`src/sv/assert_macros.svh`:
```
// assertion macros used by the rtl file finder_run_ratio_check
// no dependencies
`ifndef ASSERT_MACROS_SVH
`define ASSERT_MACROS_SVH

// antecedent implies consequent in the same cycle, off during reset
`define FRRC_ASSERT_IMP(label, clk, rst_n, ante, cons, msg) \
    label: assert property (@(posedge clk) disable iff (!rst_n) (ante) |-> (cons)) \
        else $error(msg);

// condition holds at every edge out of reset
`define FRRC_ASSERT_ALWAYS(label, clk, rst_n, cond, msg) \
    label: assert property (@(posedge clk) disable iff (!rst_n) (cond)) \
        else $error(msg);

`endif

```
`src/sv/frrc_pkg.sv`:
```
// types and constants for the finder run ratio check
// no dependencies
`timescale 1ns / 1ps

package frrc_pkg;

    localparam int RUN_W = 12;

    typedef struct packed {
        logic [7:0] pixel;
        logic       line_end;
    } in_item_t;

    typedef struct packed {
        logic             pattern_ok;
        logic [RUN_W-1:0] run_total;
        logic [RUN_W-1:0] longest_run;
    } out_item_t;

endpackage

```
`src/sv/finder_run_ratio_check.sv`:
```
// finder run ratio check: top level, run tracking and verdict
// depends on frrc_pkg and assert_macros.svh
`timescale 1ns / 1ps
`include "assert_macros.svh"

// finder_run_ratio_check
// pix channel: one pixel of a scan line per item, zero is black and nonzero is
// white; line_end marks the last pixel of the line.
// res channel: one verdict item per line, sent after the line_end pixel, with
// pattern_ok, the run count and the length of the first longest run.
// both channels use valid/stall; an item moves when valid is high and stall
// is low.
// throughput: one pixel per cycle while pix_stall is low. each item passes an input
// register and is then folded into the run state by compare-and-update logic.
// verdict path: a line_end pixel is registered in in_reg, then its verdict in res_reg.
// stall: while a verdict waits in the output register the block keeps taking
// pixels; only a further line_end pixel waits in the input register, and the
// pix side stalls once that register is held.
// reset: clears all run state and both valid flags; the first pixel after
// reset starts a new line. run state also clears after every line_end.
module finder_run_ratio_check #(
    parameter int LINE_WIDTH = 2048
) (
    input  logic                clk,
    input  logic                rst_n,
    input  logic                pix_valid,
    output logic                pix_stall,
    input  frrc_pkg::in_item_t  pix,
    output logic                res_valid,
    input  logic                res_stall,
    output frrc_pkg::out_item_t res
);

    localparam int RW          = frrc_pkg::RUN_W;
    localparam int RUN_CAP_INT = (LINE_WIDTH < 4095) ? LINE_WIDTH : 4095;
    localparam logic [RW-1:0] RUN_CAP = RW'(RUN_CAP_INT);

    typedef struct packed {
        logic          run_colour;
        logic [RW-1:0] run_length;
        logic [RW-1:0] previous_run;
        logic [RW-1:0] max_run;
        logic [RW-1:0] max_position;
        logic [RW-1:0] run_before_max;
        logic [RW-1:0] run_after_max;
        logic          after_captured;
        logic [RW-1:0] runs_closed;
    } run_state_t;

    function automatic run_state_t close_run(input run_state_t s, input logic [RW-1:0] len);
        run_state_t r;
        r = s;
        if (s.runs_closed >= RUN_CAP)
        begin
            r.previous_run = len;
        end
        else
        begin
            if (s.runs_closed == '0 || len > s.max_run)
            begin
                r.max_run        = len;
                r.max_position   = s.runs_closed;
                r.run_before_max = s.previous_run;
                r.run_after_max  = '0;
                r.after_captured = 1'b0;
            end
            else if (!s.after_captured
                     && {1'b0, s.runs_closed} == {1'b0, s.max_position} + (RW+1)'(1))
            begin
                r.run_after_max  = len;
                r.after_captured = 1'b1;
            end
            r.previous_run = len;
            r.runs_closed  = s.runs_closed + RW'(1);
        end
        return r;
    endfunction

    // exact form of 0.40 < 3*n/m < 2.25
    function automatic logic neighbour_ok(input logic [RW-1:0] n, input logic [RW-1:0] m);
        logic [RW+4:0] n15;
        logic [RW+4:0] m2;
        logic [RW+4:0] n4;
        logic [RW+4:0] m3;
        n15 = (RW+5)'(n) * (RW+5)'(15);
        m2  = (RW+5)'(m) * (RW+5)'(2);
        n4  = (RW+5)'(n) * (RW+5)'(4);
        m3  = (RW+5)'(m) * (RW+5)'(3);
        return (n15 > m2) && (n4 < m3);
    endfunction

    frrc_pkg::in_item_t  in_reg;
    logic                in_valid_reg;
    frrc_pkg::out_item_t res_reg;
    frrc_pkg::out_item_t res_next;
    logic                res_valid_reg;
    logic                res_valid_next;
    run_state_t          st_reg;
    run_state_t          st_next;
    logic                advance;
    logic                res_free;

    assign res_free  = !res_valid_reg || !res_stall;
    // only a line end needs room in the output register
    assign advance   = in_valid_reg && (!in_reg.line_end || res_free);
    assign pix_stall = in_valid_reg && !advance;

    always_comb
    begin
        run_state_t s;
        logic       colour;
        logic       ok;
        s        = st_reg;
        colour   = |in_reg.pixel;
        ok       = 1'b0;
        res_next = res_reg;
        res_valid_next = res_valid_reg && res_stall;
        st_next  = st_reg;
        if (advance)
        begin
            if (s.run_length == '0)
            begin
                s.run_colour = colour;
                s.run_length = RW'(1);
            end
            else if (colour != s.run_colour)
            begin
                s = close_run(s, s.run_length);
                s.run_colour = colour;
                s.run_length = RW'(1);
            end
            else if (s.run_length < RUN_CAP)
            begin
                s.run_length = s.run_length + RW'(1);
            end

            if (in_reg.line_end)
            begin
                s  = close_run(s, s.run_length);
                ok = (s.runs_closed >= RW'(5))
                    && (s.max_position >= RW'(2))
                    && s.after_captured
                    && (s.runs_closed - s.max_position >= RW'(3))
                    && neighbour_ok(s.run_before_max, s.max_run)
                    && neighbour_ok(s.run_after_max, s.max_run);
                res_next.pattern_ok  = ok;
                res_next.run_total   = s.runs_closed;
                res_next.longest_run = s.max_run;
                res_valid_next       = 1'b1;
                st_next              = '0;
            end
            else
            begin
                st_next = s;
            end
        end
    end

    always_ff @(posedge clk or negedge rst_n)
    begin
        if (!rst_n)
        begin
            in_valid_reg  <= 1'b0;
            res_valid_reg <= 1'b0;
            st_reg        <= '0;
        end
        else
        begin
            if (!pix_stall)
            begin
                in_valid_reg <= pix_valid;
            end
            res_valid_reg <= res_valid_next;
            st_reg        <= st_next;
        end
    end

    always_ff @(posedge clk)
    begin
        if (pix_valid && !pix_stall)
        begin
            in_reg <= pix;
        end
        res_reg <= res_next;
    end

    assign res_valid = res_valid_reg;
    assign res       = res_reg;

    `FRRC_ASSERT_IMP(a_stall_line_end, clk, rst_n, pix_stall,
        in_valid_reg && in_reg.line_end && res_valid_reg && res_stall,
        "pix stalled without a blocked line end")
    `FRRC_ASSERT_IMP(a_ok_runs, clk, rst_n, res_valid_reg && res_reg.pattern_ok,
        res_reg.run_total >= RW'(5) && res_reg.longest_run != '0,
        "pattern passed with too few runs")
    `FRRC_ASSERT_IMP(a_run_total, clk, rst_n, res_valid_reg, res_reg.run_total != '0,
        "verdict with no runs")
    `FRRC_ASSERT_ALWAYS(a_run_cap, clk, rst_n,
        st_reg.run_length <= RUN_CAP && st_reg.runs_closed <= RUN_CAP,
        "run counters past cap")

endmodule
```
`config.mk`:
```
export PLATFORM = sky130hd
export DESIGN_NAME = finder_run_ratio_check
export DESIGN_NICKNAME = d
export VERILOG_FILES = /design/src/sv/frrc_pkg.sv /design/src/sv/finder_run_ratio_check.sv
export VERILOG_INCLUDE_DIRS = /design/src /design/src/sv
export SDC_FILE = /design/constraint.sdc
export NUM_CORES = 1
export LEC_CHECK = 0
export BUFFER_PORTS_ARGS = -buffer_cell sky130_fd_sc_hd__buf_2
export CORE_UTILIZATION = 58
export DETAILED_ROUTE_END_ITERATION = 12
export HOLD_SLACK_MARGIN = 0.15
export PLACE_DENSITY = 0.74
export SLEW_MARGIN = 10
export SYNTH_ARGS = -nofsm -noshare
export SYNTH_HDL_FRONTEND = slang
export SYNTH_SLANG_ARGS = --single-unit
```
`constraint.sdc`:
```
create_clock -name clk -period 8.6 [get_ports clk]
set_clock_uncertainty 0.1 [all_clocks]
set_input_delay 0 -clock clk [delete_from_list [all_inputs] [get_ports clk]]
set_output_delay 0 -clock clk [all_outputs]
set_load 0.01 [all_outputs]
```
# Word-level counts from Yosys, hierarchy flattened
# Cells that the tools add are included.
[totals]
reg_bits = 122
rom_bits = 0
ramBits = 0
out_inout_bits = 27
latchBits = 0
in_bits = 13
elab_cells = 92
n_memories = 0
[op_classes]
multipliers = 3
n_shift = 0
n_mux = 21
eq_ne = 4
n_reduce_logical = 30
div = 0
addsub = 6
order_cmp = 12
n_bitwise = 0
[op_table]
columns = ["operator", "n"]
rows = [
  ["61-bit two-way mux", 4],
  ["73-bit two-way mux", 3],
  ["86-bit two-way mux", 1],
  ["13-bit two-way mux", 6],
  ["36-bit two-way mux", 2],
  ["12-bit by 1-bit adder with 12-bit output (second input constant)", 3],
  ["12-bit zero test", 3],
  ["16-bit by 13-bit > comparator with 1-bit output", 2],
  ["12-bit by 4-bit multiplier with 16-bit output (second input constant)", 2],
  ["14-bit less-than comparator", 2],
  ["12-bit by 1-bit adder with 13-bit output (second input constant)", 2],
  ["12-bit by 13-bit == test with 1-bit output", 2],
  ["12-bit >= comparator (second input constant)", 2],
  ["12-bit by 2-bit >= comparator with 1-bit output (second input constant)", 2],
  ["12-bit > comparator", 2],
  ["12-bit two-way mux", 2],
  ["12-bit by 2-bit multiplier with 14-bit output (second input constant)", 1],
  ["1-bit logical AND", 13],
  ["12-bit by 3-bit >= comparator with 1-bit output (second input constant)", 1],
  ["12-bit less-than comparator (second input constant)", 1],
  ["12-bit subtractor", 1],
  ["8-bit OR reduction", 1],
  ["1-bit zero test", 7],
  ["1-bit logical OR", 4],
  ["4 further kinds", 7],
]

# Depth between registers and ports, before layout
# Gate-level depths: netlist of the first run.
[depth]
depth_word = 23
ltp_mapped = 46

# Worst setup path before layout of the first run
# No wires, ideal clock.
[synth_timing]
path_type = "reg2reg"
start = "register st_reg[73] in the netlist's numbering"
end = "register res_reg, in the netlist res[24], data pin"
slack_ps = -670
arrival_time_ps = 8895
setup_time_ps = 275
path_stages_with_launch = 40
cell_sequence = "dfrtp_1 clkbuf_1 inv_1 ha_1 nor4b_1 a31oi_1 and3_1 nand2_1 nor2_1 clkbuf_1 clkbuf_1 a21oi_1 ha_1 a21o_1 a21o_1 a211oi_1 a211oi_2 a31oi_4 [4 not listed] fa_1 fa_1 a21o_1 a21oi_1 o21bai_1 a21oi_1 nor2b_1 o21a_1 o21ai_0 nand2b_1 a211oi_1 nor2_1 ha_1 nand3_1 o41a_1 nor4_1 a2111o_1 a311oi_2"
[synth_via]
elab_chain_len = 19
word_cells_on_any_way = 49
cone_classes = "add/sub: 4; mul: 3; order compare: 11; eq/ne: 1; mux: 17; reduce/logical: 13"
[synth_rtl]
columns = ["element", "line_no", "rtl"]
rows = [
  ["start, declared", "finder_run_ratio_check.sv:98", "run_state_t st_reg;"],
  ["start signal, assigned", "finder_run_ratio_check.sv:174", "st_reg <= st_next;"],
  ["12-bit > comparator", "finder_run_ratio_check.sv:59", "if (s.runs_closed == '0 || len > s.max_run)"],
  ["1-bit logical OR", "finder_run_ratio_check.sv:59", ""],
  ["36-bit two-way mux", "finder_run_ratio_check.sv:59", ""],
  ["61-bit two-way mux", "finder_run_ratio_check.sv:53", "if (s.runs_closed >= RUN_CAP)"],
  ["73-bit two-way mux", "finder_run_ratio_check.sv:126", "else if (colour != s.run_colour)"],
  ["73-bit two-way mux", "finder_run_ratio_check.sv:121", "if (s.run_length == '0)"],
  ["73-bit two-way mux", "finder_run_ratio_check.sv:119", "if (advance)"],
  ["12-bit by 1-bit adder with 13-bit output or 12-bit > comparator (tied branches)", "finder_run_ratio_check.sv:68, finder_run_ratio_check.sv:59", ""],
  ["[3 not listed]", "-", ""],
  ["13-bit two-way mux or 61-bit two-way mux (tied branches)", "finder_run_ratio_check.sv:59, finder_run_ratio_check.sv:137", ""],
  ["61-bit two-way mux (*)", "finder_run_ratio_check.sv:53", ""],
  ["61-bit two-way mux (*)", "finder_run_ratio_check.sv:137", "if (in_reg.line_end)"],
  ["61-bit two-way mux (*)", "finder_run_ratio_check.sv:119", ""],
  ["12-bit by 4-bit multiplier with 16-bit output or 1-bit logical AND (tied branches)", "finder_run_ratio_check.sv:85, finder_run_ratio_check.sv:142", ""],
  ["16-bit by 13-bit > comparator with 1-bit output or 1-bit logical AND (tied branches)", "finder_run_ratio_check.sv:89, finder_run_ratio_check.sv:143", ""],
  ["1-bit logical AND, on equally long branches", "finder_run_ratio_check.sv:89, finder_run_ratio_check.sv:144", ""],
  ["1-bit logical AND (*)", "finder_run_ratio_check.sv:145", "&& neighbour_ok(s.run_after_max, s.max_run);"],
  ["end signal, assigned", "finder_run_ratio_check.sv:184", "res_reg <= res_next;"],
  ["end, declared", "finder_run_ratio_check.sv:94", "frrc_pkg::out_item_t res_reg;"],
]
# Every way passes the cells marked *; elsewhere a longest branch is shown, timed or not. The select of a mux whose other input is x is not followed.
# A chain may end at the register's enable or synchronous reset.

# Worst setup path in the final report of the first run
[layout_timing]
start = "register in_reg[5] in the netlist's numbering"
end = "register res_reg, in the netlist res[24], data pin"
[layout_via]
elab_chain_len = 17
word_cells_on_any_way = 41
cone_classes = "add/sub: 3; mul: 3; order compare: 9; eq/ne: 2; mux: 12; reduce/logical: 12"
[layout_rtl]
columns = ["element", "line_no", "rtl"]
rows = [
  ["start, declared", "finder_run_ratio_check.sv:92", "frrc_pkg::in_item_t in_reg;"],
  ["start signal, assigned", "finder_run_ratio_check.sv:182", "in_reg <= pix;"],
  ["8-bit OR reduction (*)", "finder_run_ratio_check.sv:114", "colour = |in_reg.pixel;"],
  ["1-bit inequality test (*)", "finder_run_ratio_check.sv:126", ""],
  ["73-bit two-way mux or 12-bit two-way mux (tied branches)", "finder_run_ratio_check.sv:126", ""],
  ["73-bit two-way mux or 13-bit two-way mux (tied branches)", "finder_run_ratio_check.sv:121", ""],
  ["73-bit two-way mux or 13-bit two-way mux (tied branches)", "finder_run_ratio_check.sv:119", ""],
  ["12-bit by 1-bit adder with 13-bit output (tied with other cells)", "finder_run_ratio_check.sv:68", "&& {1'b0, s.runs_closed} == {1'b0, s.max_position} + (RW+1)'(1))"],
  ["12-bit by 13-bit == test with 1-bit output or 1-bit logical OR (tied branches)", "finder_run_ratio_check.sv:68, finder_run_ratio_check.sv:59", ""],
  ["1-bit logical AND or 36-bit two-way mux (tied branches)", "finder_run_ratio_check.sv:68, finder_run_ratio_check.sv:59", ""],
  ["13-bit two-way mux or 61-bit two-way mux (tied branches)", "finder_run_ratio_check.sv:67, finder_run_ratio_check.sv:53", ""],
  ["13-bit two-way mux or 61-bit two-way mux (tied branches)", "finder_run_ratio_check.sv:59, finder_run_ratio_check.sv:137", ""],
  ["61-bit two-way mux (*)", "finder_run_ratio_check.sv:53", ""],
  ["61-bit two-way mux (*)", "finder_run_ratio_check.sv:137", ""],
  ["61-bit two-way mux (*)", "finder_run_ratio_check.sv:119", ""],
  ["12-bit by 4-bit multiplier with 16-bit output or 1-bit logical AND (tied branches)", "finder_run_ratio_check.sv:85, finder_run_ratio_check.sv:142", ""],
  ["16-bit by 13-bit > comparator with 1-bit output or 1-bit logical AND (tied branches)", "finder_run_ratio_check.sv:89, finder_run_ratio_check.sv:143", ""],
  ["1-bit logical AND, on equally long branches", "finder_run_ratio_check.sv:89, finder_run_ratio_check.sv:144", ""],
  ["1-bit logical AND (*)", "finder_run_ratio_check.sv:145", ""],
]
# Marks and branches as above.

==> results.sh, run 1 <==
export IMPL_wl_met1_um=15800
export IMPL_cts_sinks=122
export IMPL_initial_core_util=0.595
export IMPL_overflow=0
export IMPL_largest_reg_flops=86
export IMPL_fin_crit_sh=0.995
export IMPL_dieArea_um2=22200
export IMPL_worstMarginPinSlew_ns=1.24
export IMPL_drt_total_wl_um=39500
export IMPL_gr_usage_all_layers=0.365
export IMPL_top_layer="met4"
export IMPL_worstSetupEndpointType="flop"
export IMPL_grt_pass1_vias=11515
export IMPL_cts_tree="yes"
export IMPL_synth_avg_cell_area_um2=8.83
export IMPL_ant_nets=0
export IMPL_fmax_mhz=117
export IMPL_start_kind="flop"
export IMPL_cts_made_buffers=17
export IMPL_num_fill_cells=1559
export IMPL_synthCells=1420
export IMPL_period_needed_ns=8.55
export IMPL_hpwl_um=28900
export IMPL_ys_types=82
export IMPL_power_leakage_uw=0.00724
export IMPL_setup_viol=0
export IMPL_first_iter_violations=1033
export IMPL_antenna_found_initial=1
export IMPL_async_flop_share=0.721
export IMPL_crit_family="compound AO/OA/AOI/OAI gates"
export IMPL_crit_fanout=5
export IMPL_core_um2=21100
export IMPL_crit_required_ns=8.75
export IMPL_syn_area_um2=12500
export IMPL_max_cap_viol_count=0
export IMPL_drive_gt1_frac=0.228
export IMPL_finalSetupTns_ns=0
export IMPL_dieWidth_um=149
export IMPL_final_common_cell="buf_4"
export IMPL_ys_seq_area_frac=0.257
export IMPL_met3_length_um=2820
export IMPL_nNetsFinal=1808
export IMPL_drv_slew=0
export IMPL_cts_root_buf="clkbuf_16"
export IMPL_drt_wirelength_per_cell_um=20.7
export IMPL_grt_max_degree=69
export IMPL_grt_pass1_wl_um=62100
export IMPL_clk_pin_slew_worst_paths_ns=0.06
export IMPL_yosys_warnings=0
export IMPL_crit_type="reg -> reg"
export IMPL_clock_path_buffers=2
export IMPL_ys_ff_latch=122
export IMPL_slowest_stage="or4_4"
export IMPL_fp_dieH_um=149
export IMPL_io_buffers=39
export IMPL_place_congestion=1.06
export IMPL_max_stage_delay_ns=0.60
export IMPL_cp_num_buf_inv=2
export IMPL_relSlewSlack=0.171
export IMPL_synth_edf_count=34
export IMPL_rsz0062_at_grt="yes"
export IMPL_drc=0
export IMPL_ioPinCount=40
export IMPL_status="completed"
export IMPL_synth_ff_type="dfrtp_1"
export IMPL_areaGrowthSynthToFinish_pct=23.3
export IMPL_layout_common_cells="buf_4, ha_1, inv_1"
export IMPL_htree_levels=4
export IMPL_arrival_ns=8.71
export IMPL_synth_nets=1613
export IMPL_via_per_inst=6.33
export IMPL_num_rows=53
export IMPL_hold_path_class="in -> reg"
export IMPL_finalHoldViolations=0
export IMPL_final_cell_count_no_fill=1904
export IMPL_dpl_cell_count=1836
export IMPL_vdd_ir_drop_max_v=0.000216
export IMPL_drtPass1Iterations=6
export IMPL_vias=12049
export IMPL_wl_met2_um=18900
export IMPL_clkLatencyLatePin_ns=0.43
export IMPL_powerDensity_nw_per_um2=236
## cells by family (layout without fill, tap and decap cells)
group / count (synthesis) / after routing / synth area share
AO/OA/AOI/OAI: 399 / 400 / 0.219
AND/OR/NAND/NOR: 392 / 393 / 0.165
buffers and inverters: 196 / 402 / 0.0593
adder cells (fa/ha/maj): 182 / 182 / 0.205
flip-flops: 122 / 122 / 0.257
XOR/XNOR: 100 / 100 / 0.0709
multiplexers: 29 / 29 / 0.0237
other: 0 / 1 / 0
## synthesized netlist by cell type (7+ instances only)
| cell type | number | area share |
|---|---|---|
| clkbuf_1 | 61 | 0.018 |
| and2_1 | 12 | 0.0060 |
| and3_1 | 20 | 0.010 |
| nand2b_1 | 13 | 0.0065 |
| o21bai_1 | 8 | 0.0048 |
| a31oi_1 | 15 | 0.0075 |
| nor2_1 | 89 | 0.027 |
| mux2i_1 | 23 | 0.018 |
| inv_1 | 119 | 0.036 |
| o211ai_1 | 13 | 0.0078 |
| edfxtp_1 | 34 | 0.081 |
| nor3_1 | 26 | 0.010 |
| nor4_1 | 18 | 0.0090 |
| nand2_1 | 71 | 0.021 |
| buf_2 | 7 | 0.0028 |
| a21oi_1 | 95 | 0.038 |
| o21ai_0 | 74 | 0.030 |
| xor2_1 | 24 | 0.017 |
| a211oi_1 | 9 | 0.0054 |
| o21a_1 | 13 | 0.0078 |
| nor2b_1 | 33 | 0.016 |
| fa_1 | 40 | 0.064 |
| a22o_1 | 73 | 0.051 |
| nand3_1 | 38 | 0.015 |
| dfrtp_1 | 88 | 0.18 |
| or3_1 | 10 | 0.0050 |
| ha_1 | 140 | 0.14 |
| a21o_1 | 27 | 0.016 |
| nand4_1 | 26 | 0.013 |
| o22ai_1 | 15 | 0.0075 |
| buf_1 | 8 | 0.0024 |
| xnor2_1 | 75 | 0.052 |
## per-stage QoR
stage	worst slack [ns]	cell area [um^2]	hold slack, ns	power [uW]	util
floorplan	0.00846	12600	-0.396	1960	-
global placement	-0.165	14200	-0.194	2620	0.674
detailed placement	-0.223	14200	-0.188	2680	0.674
CTS	0.00107	15100	0.174	3520	0.716
global route	-0.315	15500	0.190	3880	0.734
finish	0.0473	15500	0.186	3660	0.734
## where the power goes
group          switching [uW]  internal [uW]  leakage, uW  total, uW
clock network             283            491     0.000299        775
logic                    1210           1020      0.00539       2230
registers                16.3            633      0.00155        650
## final timing paths
check / slack, ns / start / depth (start not counted) / to
max: 0.05 / in_reg[5] / 38 / res[24]
min: 0.19 / pix[0] / 2 / in_reg[0]
max reg2reg: 0.05 / in_reg[5] / 38 / res[24]
min reg2reg: 0.40 / st_reg[34] / 1 / st_reg[34]
max in group asynchronous: 7.03 / rst_n / 3 / st_reg[10]
min in group asynchronous: 0.23 / rst_n / 3 / st_reg[85]
## metal layers
metal | global-route usage | vias up
met5 | 0 | -
met1 | 0.461 | 5769
met2 | 0.590 | 568
met3 | 0.0722 | 149
met4 | 0.189 | 0
li1 | - | 5563
## final cells by class
type | count | area, um^2 | area share
diodes | 1 | 2.50 | 0.000162
clock buffers | 20 | 447 | 0.0289
clock inverters | 12 | 171 | 0.0111
inverters | 120 | 450 | 0.0291
multi-input cells | 1104 | 8970 | 0.580
flip-flops and latches | 122 | 3220 | 0.208
well taps | 275 | 344 | 0.0222
repair buffers | 250 | 1860 | 0.120
## repair_timing
item                       in CTS  in global routing
hold buffers                   14                  0
pin swaps                      10                 42
gates cloned                    2                  0
hold endpoints to repair      108                  0
setup buffers                   7                 12
setup endpoints to repair       1                  1
resized for setup              12                 69
Power figures use the tool's default switching activity.
==> run 2, diff against run 1 <==
Settings changed: CORE_ASPECT_RATIO set to 2.
==> results.sh, run 2 (synthesis results as in run 1) <==
export IMPL_place_congestion=1.07
export IMPL_clock_path_buffers=2
export IMPL_final_cell_area_um2=15900
export IMPL_max_stage_delay_ns=0.59
export IMPL_power_leakage_uw=0.00756
export IMPL_arrival_ns=8.94
export IMPL_overflow=0
export IMPL_vias=12936
export IMPL_cp_num_buf_inv=6
export IMPL_dieWidth_um=106
export IMPL_antenna_found_initial=2
export IMPL_rsz0062_at_grt="yes"
export IMPL_setup_viol=1
export IMPL_crit_fanout=7
export IMPL_dpl_cell_count=1891
export IMPL_final_common_cell="buf_4"
export IMPL_io_buffers=39
export IMPL_fin_crit_sh=1.02
export IMPL_gr_usage_all_layers=0.437
export IMPL_crit_required_ns=8.77
export IMPL_cts_made_buffers=17
export IMPL_finalHoldViolations=0
export IMPL_cts_tree="yes"
export IMPL_holdWs_ns=0.169
export IMPL_min_path_cells=2
export IMPL_num_fill_cells=1567
export IMPL_final_cell_count_no_fill=1957
export IMPL_cts_sinks=122
export IMPL_worst_slack_ns=-0.168
export IMPL_slowest_stage="or4_4"
export IMPL_clkLatencyLatePin_ns=0.44
export IMPL_period_needed_ns=8.77
export IMPL_crit_type="reg -> reg"
export IMPL_num_rows=75
export IMPL_failed_checks="negative setup slack"
export IMPL_areaGrowthSynthToFinish_pct=27.1
export IMPL_hold_path_class="in -> reg"
export IMPL_first_iter_violations=909
export IMPL_grt_pass1_wl_um=71500
export IMPL_reg2regPathDepth=42
export IMPL_dieArea_um2=22300
export IMPL_placed_area_um2=14600
export IMPL_drt_total_wl_um=48900
export IMPL_vdd_ir_drop_max_v=0.000415
export IMPL_worstMarginPinSlew_ns=1.36
export IMPL_drc=0
export IMPL_cts_root_buf="clkbuf_16"
export IMPL_nNetsFinal=1867
export IMPL_drive_gt1_frac=0.251
export IMPL_grt_max_degree=68
export IMPL_relSlewSlack=0.0886
export IMPL_ant_nets=0
export IMPL_status="finished, violations left"
export IMPL_via_per_inst=6.61
export IMPL_largest_reg_flops=86
export IMPL_max_cap_viol_count=0
export IMPL_ioPinCount=40
export IMPL_core_um2=21100
export IMPL_htree_levels=4
export IMPL_drt_wirelength_per_cell_um=25.0
export IMPL_powerDensity_nw_per_um2=243
export IMPL_hpwl_um=36400
export IMPL_start_kind="flop"
export IMPL_pre_cts_ws_ns=-0.472
export IMPL_initial_core_util=0.594
export IMPL_drtPass1Iterations=9
export IMPL_finalSetupTns_ns=-0.168
export IMPL_grt_pass1_vias=13237
export IMPL_cpMostUsedCell="buf_4"
export IMPL_drv_slew=0
export IMPL_clk_pin_slew_worst_paths_ns=0.07
export IMPL_fmax_mhz=114
export IMPL_fp_dieH_um=210
export IMPL_crit_cells=42
export IMPL_worstSetupEndpointType="flop"
export IMPL_crit_family="compound AO/OA/AOI/OAI gates"
export IMPL_layout_common_cells="buf_4, ha_1, inv_1"
-- run 2: metrics by stage --
stage	util	power [uW]
2_1_floorplan	-	1960
3_5_place_dp	0.693	2800
4_1_cts	0.734	3640
3_3_place_gp	0.693	2730
6_report	0.755	3870
5_1_grt	0.755	4070
-- run 2: worst paths after layout --
check / from / end / slack (ns)
setup reg to reg: in_reg[7] / res[24] / -0.17
min in group asynchronous: rst_n / st_reg[66] / 0.24
setup / recovery: in_reg[7] / res[24] / -0.17
hold reg to reg: st_reg[35] / st_reg[35] / 0.41
hold / removal: pix[1] / in_reg[1] / 0.17
max in group asynchronous: rst_n / st_reg[72] / 7.03
-- run 2: per-layer routing --
| metal | global-route usage | vias to the layer above | part of all wire | routed length [um] |
|---|---|---|---|---|
| li1 | - | 5674 | - | - |
| met1 | 0.368 | 6211 | 0.29 | 14300 |
| met2 | 0.788 | 696 | 0.51 | 24800 |
| met3 | 0.105 | 353 | 0.073 | 3570 |
| met4 | 0.462 | 2 | 0.13 | 6210 |
| met5 | 0 | - | 0.00027 | 13 |
-- run 2: layout make-up --
| cell class | instances | area, um^2 | share of cell area |
|---|---|---|---|
| Multi-Input combinational cell | 1103 | 8960 | 0.562 |
| Antenna cell | 1 | 2.50 | 0.000157 |
| Tap cell | 269 | 337 | 0.0211 |
| Clock inverter | 15 | 214 | 0.0134 |
| Timing Repair Buffer | 310 | 2340 | 0.146 |
| Clock buffer | 17 | 425 | 0.0267 |
| Sequential cell | 122 | 3220 | 0.202 |
| Inverter | 120 | 450 | 0.0282 |
-- run 2: where the power goes --
group | internal (uW) | switching (uW) | total (uW) | leakage (uW)
clock network | 490 | 307 | 797 | 0.000305
registers | 633 | 16.6 | 650 | 0.00155
logic | 1120 | 1300 | 2420 | 0.00570
total | 2250 | 1620 | 3870 | 0.00756
-- run 2: repair_timing --
action	in CTS	in global routing
hold buffers	14	0
setup endpoints to repair	1	1
endpoints found under the hold margin	109	0
resized for setup	8	74
pin swaps	4	51
cloned	0	2
buffers inserted	4	14
